### src/rtl/core/lrfr_pkg.sv
// shared constants, register codes and the sine table of the led ring frame renderer
`default_nettype none

package lrfr_pkg;

    // ring size and derived widths
    localparam int PIXEL_COUNT = 8;
    localparam int PIX_IDX_W   = (PIXEL_COUNT > 1) ? $clog2(PIXEL_COUNT) : 1;
    localparam logic [PIX_IDX_W-1:0] LAST_IDX = PIX_IDX_W'(PIXEL_COUNT - 1);

    // register indexes of the configuration port
    localparam logic [1:0] REG_MODE       = 2'd0;
    localparam logic [1:0] REG_BRIGHTNESS = 2'd1;
    localparam logic [1:0] REG_COLOUR     = 2'd2;

    // display modes
    localparam logic [2:0] MODE_OFF     = 3'd0;
    localparam logic [2:0] MODE_SOLID   = 3'd1;
    localparam logic [2:0] MODE_STATUS  = 3'd2;
    localparam logic [2:0] MODE_BREATHE = 3'd3;

    // reset values of the registers
    localparam logic [2:0]  MODE_RESET       = MODE_OFF;
    localparam logic [6:0]  BRIGHTNESS_RESET = 7'd100;
    localparam logic [23:0] COLOUR_RESET     = 24'hFFFFFF;

    // sweep: head = (t mod (120 * count)) / 120
    localparam logic [12:0] SWEEP_MOD   = 13'(120 * PIXEL_COUNT);
    localparam logic [25:0] SWEEP_RECIP = 26'((64'd1 << 32) / (120 * PIXEL_COUNT));
    // r / 120 as (r * 8739) >> 20, exact for r below 10000
    localparam logic [13:0] DIV120_MUL  = 14'd8739;

    // breathe: phase step per ms and the Q16 factor terms
    localparam logic [12:0] PHASE_STEP = 13'd4272;
    localparam logic signed [31:0] K_BASE  = 32'sd1234796544;
    localparam logic signed [31:0] K_SWING = 32'sd27853;

    // scaling: full brightness, dim divisor and divide by 100
    localparam logic [6:0]  PCT_FULL   = 7'd100;
    localparam logic [7:0]  DIV5_MUL   = 8'd205;
    localparam logic [12:0] DIV100_MUL = 13'd5243;

    // quarter wave of the sine in Q1.15
    function automatic logic [14:0] quarter_sine(input logic [6:0] j);
        logic [14:0] v;
        case (j)
            7'd0:  v = 15'd0;     7'd1:  v = 15'd804;   7'd2:  v = 15'd1608;
            7'd3:  v = 15'd2410;  7'd4:  v = 15'd3212;  7'd5:  v = 15'd4011;
            7'd6:  v = 15'd4808;  7'd7:  v = 15'd5602;  7'd8:  v = 15'd6393;
            7'd9:  v = 15'd7179;  7'd10: v = 15'd7962;  7'd11: v = 15'd8739;
            7'd12: v = 15'd9512;  7'd13: v = 15'd10278; 7'd14: v = 15'd11039;
            7'd15: v = 15'd11793; 7'd16: v = 15'd12539; 7'd17: v = 15'd13279;
            7'd18: v = 15'd14010; 7'd19: v = 15'd14733; 7'd20: v = 15'd15446;
            7'd21: v = 15'd16151; 7'd22: v = 15'd16846; 7'd23: v = 15'd17530;
            7'd24: v = 15'd18204; 7'd25: v = 15'd18868; 7'd26: v = 15'd19519;
            7'd27: v = 15'd20159; 7'd28: v = 15'd20787; 7'd29: v = 15'd21403;
            7'd30: v = 15'd22005; 7'd31: v = 15'd22594; 7'd32: v = 15'd23170;
            7'd33: v = 15'd23731; 7'd34: v = 15'd24279; 7'd35: v = 15'd24811;
            7'd36: v = 15'd25329; 7'd37: v = 15'd25832; 7'd38: v = 15'd26319;
            7'd39: v = 15'd26790; 7'd40: v = 15'd27245; 7'd41: v = 15'd27683;
            7'd42: v = 15'd28105; 7'd43: v = 15'd28510; 7'd44: v = 15'd28898;
            7'd45: v = 15'd29268; 7'd46: v = 15'd29621; 7'd47: v = 15'd29956;
            7'd48: v = 15'd30273; 7'd49: v = 15'd30571; 7'd50: v = 15'd30852;
            7'd51: v = 15'd31113; 7'd52: v = 15'd31356; 7'd53: v = 15'd31580;
            7'd54: v = 15'd31785; 7'd55: v = 15'd31971; 7'd56: v = 15'd32137;
            7'd57: v = 15'd32285; 7'd58: v = 15'd32412; 7'd59: v = 15'd32521;
            7'd60: v = 15'd32609; 7'd61: v = 15'd32678; 7'd62: v = 15'd32728;
            7'd63: v = 15'd32757; 7'd64: v = 15'd32767;
            default: v = 15'd0;
        endcase
        return v;
    endfunction

    // full-wave sine by quadrant symmetry
    function automatic logic signed [15:0] sine_q15(input logic [7:0] idx);
        logic [6:0]  j;
        logic [6:0]  jr;
        logic [14:0] mag;
        j   = {1'b0, idx[5:0]};
        jr  = 7'd64 - j;
        mag = idx[6] ? quarter_sine(jr) : quarter_sine(j);
        return idx[7] ? -$signed({1'b0, mag}) : $signed({1'b0, mag});
    endfunction

endpackage

`default_nettype wire

### src/rtl/core/led_ring_frame_renderer_unit.sv
// led ring frame renderer: frame math pipeline, pixel sequencer and pixel scaling pipeline
//
// Usage: each transaction on the frame channel (frame_valid, frame_stall, time_ms) asks
// for one frame. The block emits PIXEL_COUNT transactions on the pixel channel
// (pixel_valid, pixel_stall, pixel_index, green/red/blue levels, frame_last), pixel 0
// first, frame_last on the final pixel. Registers are written on the cfg channel
// (cfg_valid, cfg_ready, cfg_index, cfg_data); cfg_ready is always high and writes
// must happen only while no frame is in flight.
// Pipeline: five frame stages (input, sweep reciprocal and phase multiply, remainder and
// sine lookup, correction and breathe factor, head and breathe percent) feed three pixel
// stages. Throughput: one pixel per cycle while pixel_stall does not hold the pixel
// stages back; the pixel sequencer walking the ring sets that rate, and a frame leaves
// it on its final pixel. Frames queue in the frame stages.
// Reset: registers return to mode off, brightness 100, colour white; the pipeline
// empties. A stall on the pixel channel holds the shown pixel and backs up the
// stages one by one; frame_stall rises once the input stage is full.
`default_nettype none

module led_ring_frame_renderer_unit (
    input  wire logic        clk,
    input  wire logic        rst_n,
    // frame requests
    input  wire logic        frame_valid,
    output logic             frame_stall,
    input  wire logic [31:0] time_ms,
    // pixel results
    output logic             pixel_valid,
    input  wire logic        pixel_stall,
    output logic [5:0]       pixel_index,
    output logic [7:0]       green_level,
    output logic [7:0]       red_level,
    output logic [7:0]       blue_level,
    output logic             frame_last,
    // configuration writes
    input  wire logic        cfg_valid,
    output logic             cfg_ready,
    input  wire logic [1:0]  cfg_index,
    input  wire logic [23:0] cfg_data
);

    localparam int IW = lrfr_pkg::PIX_IDX_W;

    // configuration registers
    logic [2:0]  display_mode_reg;
    logic [6:0]  brightness_pct_reg;
    logic [23:0] base_colour_reg;

    // frame stage valids and payload
    logic        s1_valid_reg, s2_valid_reg, s3_valid_reg, s4_valid_reg, s5_valid_reg;
    logic [31:0] s1_time_reg, s2_time_reg;
    logic [25:0] s2_quot_reg;
    logic [7:0]  s2_phase_reg;
    logic [13:0] s3_rem_raw_reg;
    logic signed [15:0] s3_sine_reg;
    logic [12:0] s4_rem_reg;
    logic [15:0] s4_factor_reg;
    logic [IW-1:0] s5_head_reg;
    logic [6:0]  s5_breath_reg;

    // pixel sequencer and pixel stages
    logic [IW-1:0] cnt_reg, cnt_next;
    logic        e_valid_reg, m_valid_reg, o_valid_reg;
    logic [IW-1:0] e_idx_reg, m_idx_reg, o_idx_reg;
    logic        e_last_reg, m_last_reg, o_last_reg;
    logic [6:0]  e_pct_reg;
    logic [14:0] m_green_reg, m_red_reg, m_blue_reg;
    logic [7:0]  o_green_reg, o_red_reg, o_blue_reg;

    // stage readiness
    logic s1_ready, s2_ready, s3_ready, s4_ready, s5_ready;
    logic e_ready, m_ready, o_ready;
    logic pix_issue, pix_last;

    // combinational datapath
    logic [57:0] quot_prod;
    logic [36:0] phase_prod;
    logic [38:0] quot_mul;
    logic [31:0] rem_diff;
    logic [12:0] rem_corr;
    logic signed [31:0] factor_sum;
    logic [26:0] head_prod;
    logic [22:0] breath_prod;
    logic [14:0] dim_prod;
    logic [6:0]  dim_pct;
    logic [6:0]  pix_pct;
    logic [6:0]  eff_pct;
    logic [27:0] green_div, red_div, blue_div;

    // configuration port
    assign cfg_ready = 1'b1;

    always_ff @(posedge clk or negedge rst_n)
    begin
        if (!rst_n)
        begin
            display_mode_reg   <= lrfr_pkg::MODE_RESET;
            brightness_pct_reg <= lrfr_pkg::BRIGHTNESS_RESET;
            base_colour_reg    <= lrfr_pkg::COLOUR_RESET;
        end
        else if (cfg_valid && cfg_ready)
        begin
            case (cfg_index)
                lrfr_pkg::REG_MODE:       display_mode_reg   <= cfg_data[2:0];
                lrfr_pkg::REG_BRIGHTNESS: brightness_pct_reg <= cfg_data[6:0];
                lrfr_pkg::REG_COLOUR:     base_colour_reg    <= cfg_data;
                default:                  ;
            endcase
        end
    end

    // backpressure chain from the pixel output back to the frame input
    assign o_ready   = !o_valid_reg || !pixel_stall;
    assign m_ready   = !m_valid_reg || o_ready;
    assign e_ready   = !e_valid_reg || m_ready;
    assign pix_last  = (cnt_reg == lrfr_pkg::LAST_IDX);
    assign pix_issue = s5_valid_reg && e_ready;
    assign s5_ready  = !s5_valid_reg || (pix_issue && pix_last);
    assign s4_ready  = !s4_valid_reg || s5_ready;
    assign s3_ready  = !s3_valid_reg || s4_ready;
    assign s2_ready  = !s2_valid_reg || s3_ready;
    assign s1_ready  = !s1_valid_reg || s2_ready;
    assign frame_stall = !s1_ready;

    assign cnt_next = pix_last ? '0 : cnt_reg + 1'b1;

    // valid bits and pixel counter
    always_ff @(posedge clk or negedge rst_n)
    begin
        if (!rst_n)
        begin
            s1_valid_reg <= 1'b0;
            s2_valid_reg <= 1'b0;
            s3_valid_reg <= 1'b0;
            s4_valid_reg <= 1'b0;
            s5_valid_reg <= 1'b0;
            e_valid_reg  <= 1'b0;
            m_valid_reg  <= 1'b0;
            o_valid_reg  <= 1'b0;
            cnt_reg      <= '0;
        end
        else
        begin
            if (s1_ready) s1_valid_reg <= frame_valid;
            if (s2_ready) s2_valid_reg <= s1_valid_reg;
            if (s3_ready) s3_valid_reg <= s2_valid_reg;
            if (s4_ready) s4_valid_reg <= s3_valid_reg;
            if (s5_ready) s5_valid_reg <= s4_valid_reg;
            if (e_ready)  e_valid_reg  <= s5_valid_reg;
            if (m_ready)  m_valid_reg  <= e_valid_reg;
            if (o_ready)  o_valid_reg  <= m_valid_reg;
            if (pix_issue) cnt_reg <= cnt_next;
        end
    end

    // frame math: sweep quotient estimate, remainder, correction, head; breathe phase, factor and percent
    always_comb
    begin
        quot_prod  = 58'(s1_time_reg) * 58'(lrfr_pkg::SWEEP_RECIP);
        phase_prod = 37'(s1_time_reg[23:0]) * 37'(lrfr_pkg::PHASE_STEP);
        quot_mul   = 39'(s2_quot_reg) * 39'(lrfr_pkg::SWEEP_MOD);
        rem_diff   = s2_time_reg - quot_mul[31:0];
        rem_corr   = (s3_rem_raw_reg >= 14'(lrfr_pkg::SWEEP_MOD))
                   ? 13'(s3_rem_raw_reg - 14'(lrfr_pkg::SWEEP_MOD))
                   : s3_rem_raw_reg[12:0];
        factor_sum = lrfr_pkg::K_BASE + 32'(s3_sine_reg) * lrfr_pkg::K_SWING;
        head_prod  = 27'(s4_rem_reg) * 27'(lrfr_pkg::DIV120_MUL);
        breath_prod = 23'(brightness_pct_reg) * 23'(s4_factor_reg);
    end

    // frame stage payload
    always_ff @(posedge clk)
    begin
        if (s1_ready)
        begin
            s1_time_reg <= time_ms;
        end
        if (s2_ready)
        begin
            s2_time_reg  <= s1_time_reg;
            s2_quot_reg  <= quot_prod[57:32];
            s2_phase_reg <= phase_prod[23:16];
        end
        if (s3_ready)
        begin
            s3_rem_raw_reg <= rem_diff[13:0];
            s3_sine_reg    <= lrfr_pkg::sine_q15(s2_phase_reg);
        end
        if (s4_ready)
        begin
            s4_rem_reg    <= rem_corr;
            s4_factor_reg <= factor_sum[30:15];
        end
        if (s5_ready)
        begin
            s5_head_reg   <= IW'(head_prod[26:20]);
            s5_breath_reg <= breath_prod[22:16];
        end
    end

    // per-pixel brightness by mode
    always_comb
    begin
        dim_prod = 15'(brightness_pct_reg) * 15'(lrfr_pkg::DIV5_MUL);
        dim_pct  = {2'b00, dim_prod[14:10]};
        case (display_mode_reg)
            lrfr_pkg::MODE_SOLID:   pix_pct = brightness_pct_reg;
            lrfr_pkg::MODE_STATUS:  pix_pct = (cnt_reg == s5_head_reg) ? brightness_pct_reg
                                                                       : dim_pct;
            lrfr_pkg::MODE_BREATHE: pix_pct = s5_breath_reg;
            default:                pix_pct = 7'd0;
        endcase
    end

    // scaling: full brightness clamps to 100 so that v*100/100 passes v
    always_comb
    begin
        eff_pct   = (e_pct_reg >= lrfr_pkg::PCT_FULL) ? lrfr_pkg::PCT_FULL : e_pct_reg;
        green_div = 28'(m_green_reg) * 28'(lrfr_pkg::DIV100_MUL);
        red_div   = 28'(m_red_reg) * 28'(lrfr_pkg::DIV100_MUL);
        blue_div  = 28'(m_blue_reg) * 28'(lrfr_pkg::DIV100_MUL);
    end

    // pixel stage payload
    always_ff @(posedge clk)
    begin
        if (e_ready)
        begin
            e_idx_reg  <= cnt_reg;
            e_last_reg <= pix_last;
            e_pct_reg  <= pix_pct;
        end
        if (m_ready)
        begin
            m_idx_reg   <= e_idx_reg;
            m_last_reg  <= e_last_reg;
            m_green_reg <= 15'(base_colour_reg[15:8]) * 15'(eff_pct);
            m_red_reg   <= 15'(base_colour_reg[23:16]) * 15'(eff_pct);
            m_blue_reg  <= 15'(base_colour_reg[7:0]) * 15'(eff_pct);
        end
        if (o_ready)
        begin
            o_idx_reg   <= m_idx_reg;
            o_last_reg  <= m_last_reg;
            o_green_reg <= green_div[26:19];
            o_red_reg   <= red_div[26:19];
            o_blue_reg  <= blue_div[26:19];
        end
    end

    // outputs
    assign pixel_valid = o_valid_reg;
    assign pixel_index = 6'(o_idx_reg);
    assign green_level = o_green_reg;
    assign red_level   = o_red_reg;
    assign blue_level  = o_blue_reg;
    assign frame_last  = o_last_reg;

    // checks
    a_last_on_final_pixel: assert property (@(posedge clk) disable iff (!rst_n)
        pixel_valid && frame_last |-> o_idx_reg == lrfr_pkg::LAST_IDX)
        else $error("frame_last on a pixel other than the final one");

    a_counter_in_range: assert property (@(posedge clk) disable iff (!rst_n)
        cnt_reg <= lrfr_pkg::LAST_IDX)
        else $error("pixel counter beyond the ring");

    a_frame_retires_on_last: assert property (@(posedge clk) disable iff (!rst_n)
        $fell(s5_valid_reg) |-> $past(pix_issue && pix_last))
        else $error("frame left the sequencer before its final pixel");

    a_head_in_range: assert property (@(posedge clk) disable iff (!rst_n)
        s4_valid_reg |-> s4_rem_reg < lrfr_pkg::SWEEP_MOD)
        else $error("sweep remainder not reduced");

endmodule

`default_nettype wire

### config.mk
export PLATFORM = sky130hd
export DESIGN_NAME = led_ring_frame_renderer_unit
export DESIGN_NICKNAME = d
export VERILOG_FILES = /design/src/rtl/core/lrfr_pkg.sv /design/src/rtl/core/led_ring_frame_renderer_unit.sv
export SDC_FILE = /design/constraint.sdc
export NUM_CORES = 2
export LEC_CHECK = 0
export ABC_AREA = 1
export CAP_MARGIN = 20
export CORE_UTILIZATION = 53
export DETAILED_ROUTE_END_ITERATION = 16
export DONT_BUFFER_PORTS = 1
export GPL_TIMING_DRIVEN = 0
export HOLD_SLACK_MARGIN = 0.12
export PLACE_DENSITY = 0.68
export SYNTH_ARGS = -nofsm -noshare
export SYNTH_HDL_FRONTEND = slang
export SYNTH_SLANG_ARGS = --single-unit
### constraint.sdc
create_clock -name clk -period 12 [get_ports clk]
set_input_delay 1.2 -clock clk [delete_from_list [all_inputs] [get_ports clk]]
set_output_delay 1.2 -clock clk [all_outputs]
set_load 0.02 [all_outputs]
==> flow_summary.yaml <==
timing:
  skew_ps: 29.0
  slew_violations: 0
  fin_crit_sh_pct: 53.3
  setup_viol: 0
  max_freq_mhz: 156
  hold_violations: 0
  relSlewSlack_pct: 37.0
  tightest_slew_ps: 941
  finalSetupTns_ps: 0
  rsz0062_at_grt: "no"
  post-route-min-period_ps: 6400
drt:
  final_antenna_net_count: 0
  routedWlPerCell_um: 16.0
  routed.top_layer: "met4"
  wl_met3_mm: 5.14
  via_count: 34200
  routed_wl_mm: 106
  wl_met2_mm: 51.6
  drtIter0Drc: 1883
  wl_met1_mm: 46.2
  routed_via_density: 5.18
  drt-pass1-iter-count: 11
  route.detailed.drc: 10
final_layout:
  fin_cells: 6609
  n_antenna_cell: 0
  syn2layout_area_growth_pct: 6.09
  layout-drive-gt1-share_pct: 3.58
  nets: 6991
  largest_reg_flops: 32
  fin_util_pct: 56.8
logic_synthesis:
  synthTopCellsByCount: "inv_1 (1352), ha_1 (908), nand2_1 (847)"
  avgSynthCellArea_um2: 8.83
  ys_seq_area_share_pct: 17.0
  synth-main-ff-cell: "edfxtp_1"
  yosysMostFrequentCell: "inv_1"
  synth_top_area_share_pct: 25.5
  synth_warnings: 0
  synth_cell_types: 59
  ys_async_sr_fraction_pct: 16.1
  ys_ff_latch: 279
  synth_largest_area_cell: "fa_1"
  synth-edff-count: 219
  synth_area_leaders: "fa_1 (26%), ha_1 (24%), edfxtp_1 (14%), inv_1 (11%), nand2_1 (6.7%)"
  netlist_instances: 5367
  syn_area_mm2: 0.0474
floorplan:
  die_x_um: 301
  fp.coreArea_mm2: 0.0885
  core.rowCount: 109
  pin_count: 97
  dieArea_mm2: 0.0907
  die_h_um: 301
  initial_core_util_pct: 53.6
cts:
  clock_latency_ps: 600
  numCtsBuffers: 38
  post-cts-setup-buffer-count: 0
  cts_max_level: 2
  cts_sinks: 279
  path_clk_slew_ps: 60
  ctsHoldBuffers: 0
  cts.repair.resized: 0
  clk_path_buf_depth: 3
  tritoncts: "built"
  root_buffer: "clkbuf_16"
min_path:
  hp-class: "primary input to asynchronous set/reset pin"
setup_path:
  cp_cell_sequence: "clkbuf_1 -> nand2_1 -> a21oi_1 -> nor2_1 -> inv_1 -> clkbuf_1 -> nor2_1 -> fa_1 -> fa_1 -> fa_1 -> inv_1 -> fa_1 -> inv_1 -> ha_1 -> nand2_1 -> o21ai_0 -> nand2_1 -> nand2_1 -> a21oi_1 -> o21ai_0 -> a21oi_1 -> nor2_1 -> nor2_1 -> xor2_1"
  cp.arrival_ps: 6730
  critPathMaxStageDelay_ps: 720
  cp_top_family: "adder cells"
  worstPathRequired_ps: 12330
  slowest_stage: "nor2_1"
  critPathLaunchType: "flop"
  cp_max_fo: 10
  end_kind: "flop"
  path_class: "flop to flop"
  crit_buf_inv: 5
grt:
  grt_max_degree: 46
  grt_pass1_vias: 36000
  antenna_found_initial: 0
  grt-ovfl-total: 0
  grt_pass1_wl_mm: 177
  track_usage_pct: 24.2
run:
  maxCapViolCount: 0
placement:
  place_inst: 6539
  dpl.hpwl_mm: 89.2
  place.gp.congestion: 0.936
  port_buffers: 0
outcome:
  outcome: "finished, violations left"
  failed_checks: "DRC"
## logic make-up (layout without fill, tap and decap cells)
kind of cell / count (synthesis) / count (layout) / share of synthesized area (%)
AOI/OAI and AO/OA: 498 / 498 / 5.92
muxes: 1 / 1 / 0.0237
buffers and inverters: 1440 / 1515 / 11.6
DFF: 279 / 279 / 17.0
xor gates and xnor gates: 163 / 163 / 3.01
and+or+nand+nor: 1471 / 1471 / 12.9
other: 2 / 4 / 0.0158
adders and majority gates: 1513 / 1513 / 49.5
## area by class of cell
| class | instances | area [um^2] |
|---|---|---|
| Clock inverter | 26 | 245 |
| Inverter | 1360 | 5100 |
| Timing Repair Buffer | 6 | 150 |
| Buffer | 80 | 412 |
| Clock buffer | 43 | 1020 |
| Sequential cell | 279 | 8040 |
| Multi-Input combinational cell | 3650 | 33900 |
| Tap cell | 1165 | 1460 |
| Fill cell | 7938 | 38200 |
## stage by stage
stage / cell area, um^2 / hold slack (ps) / worst slack (ps)
floorplan: 47400 / 400 / 6470
global placement: 48900 / 401 / 5590
detailed placement: 49000 / 405 / 5600
CTS: 50300 / 252 / 5620
global route: 50300 / 265 / 5260
finish: 50300 / 301 / 5600
## per-layer routing
layer  global-route usage (%)  up-vias
li1                         -    16900
met1                     31.6    16400
met2                     42.4      740
met3                     2.84      165
met4                     6.89        0
met5                        0        -
## cell usage in the layout, fill, tap and decap left out, drive strengths merged, types with 18 or more instances in the layout
| master | count |
|---|---|
| buf | 47 |
| nand4 | 36 |
| nand2 | 861 |
| a21oi | 245 |
| dfstp | 27 |
| nand3 | 220 |
| a31oi | 20 |
| fa | 605 |
| nor3 | 28 |
| edfxtp | 219 |
| a21o | 19 |
| inv | 1364 |
| nor2 | 289 |
| xor2 | 108 |
| xnor2 | 55 |
| dfrtp | 18 |
| ha | 908 |
| o21ai | 137 |
| clkbuf | 82 |
## final timing paths
check | start | to | slack (ps) | cells after the start
min | rst_n | pixel_valid$_DFFE_PN0P_ | 300 | 0
max in group asynchronous | rst_n | base_colour_reg[0]$_DFFE_PN1P_ | 11440 | 0
max | e_pct_reg[6]$_DFFE_PN_ | m_red_reg[14]$_DFFE_PP_ | 5600 | 24
min in group clk | s3_rem_raw_reg[4]$_DFFE_PP_ | s4_rem_reg[4]$_DFFE_PP_ | 400 | 0
max reg2reg | e_pct_reg[6]$_DFFE_PN_ | m_red_reg[14]$_DFFE_PP_ | 5600 | 24
min reg2reg | s3_rem_raw_reg[4]$_DFFE_PP_ | s4_rem_reg[4]$_DFFE_PP_ | 400 | 0
Power is left out: the tool's default activity adds up to more than one toggle a clock period on the data nets, which glitch-free logic cannot reach.
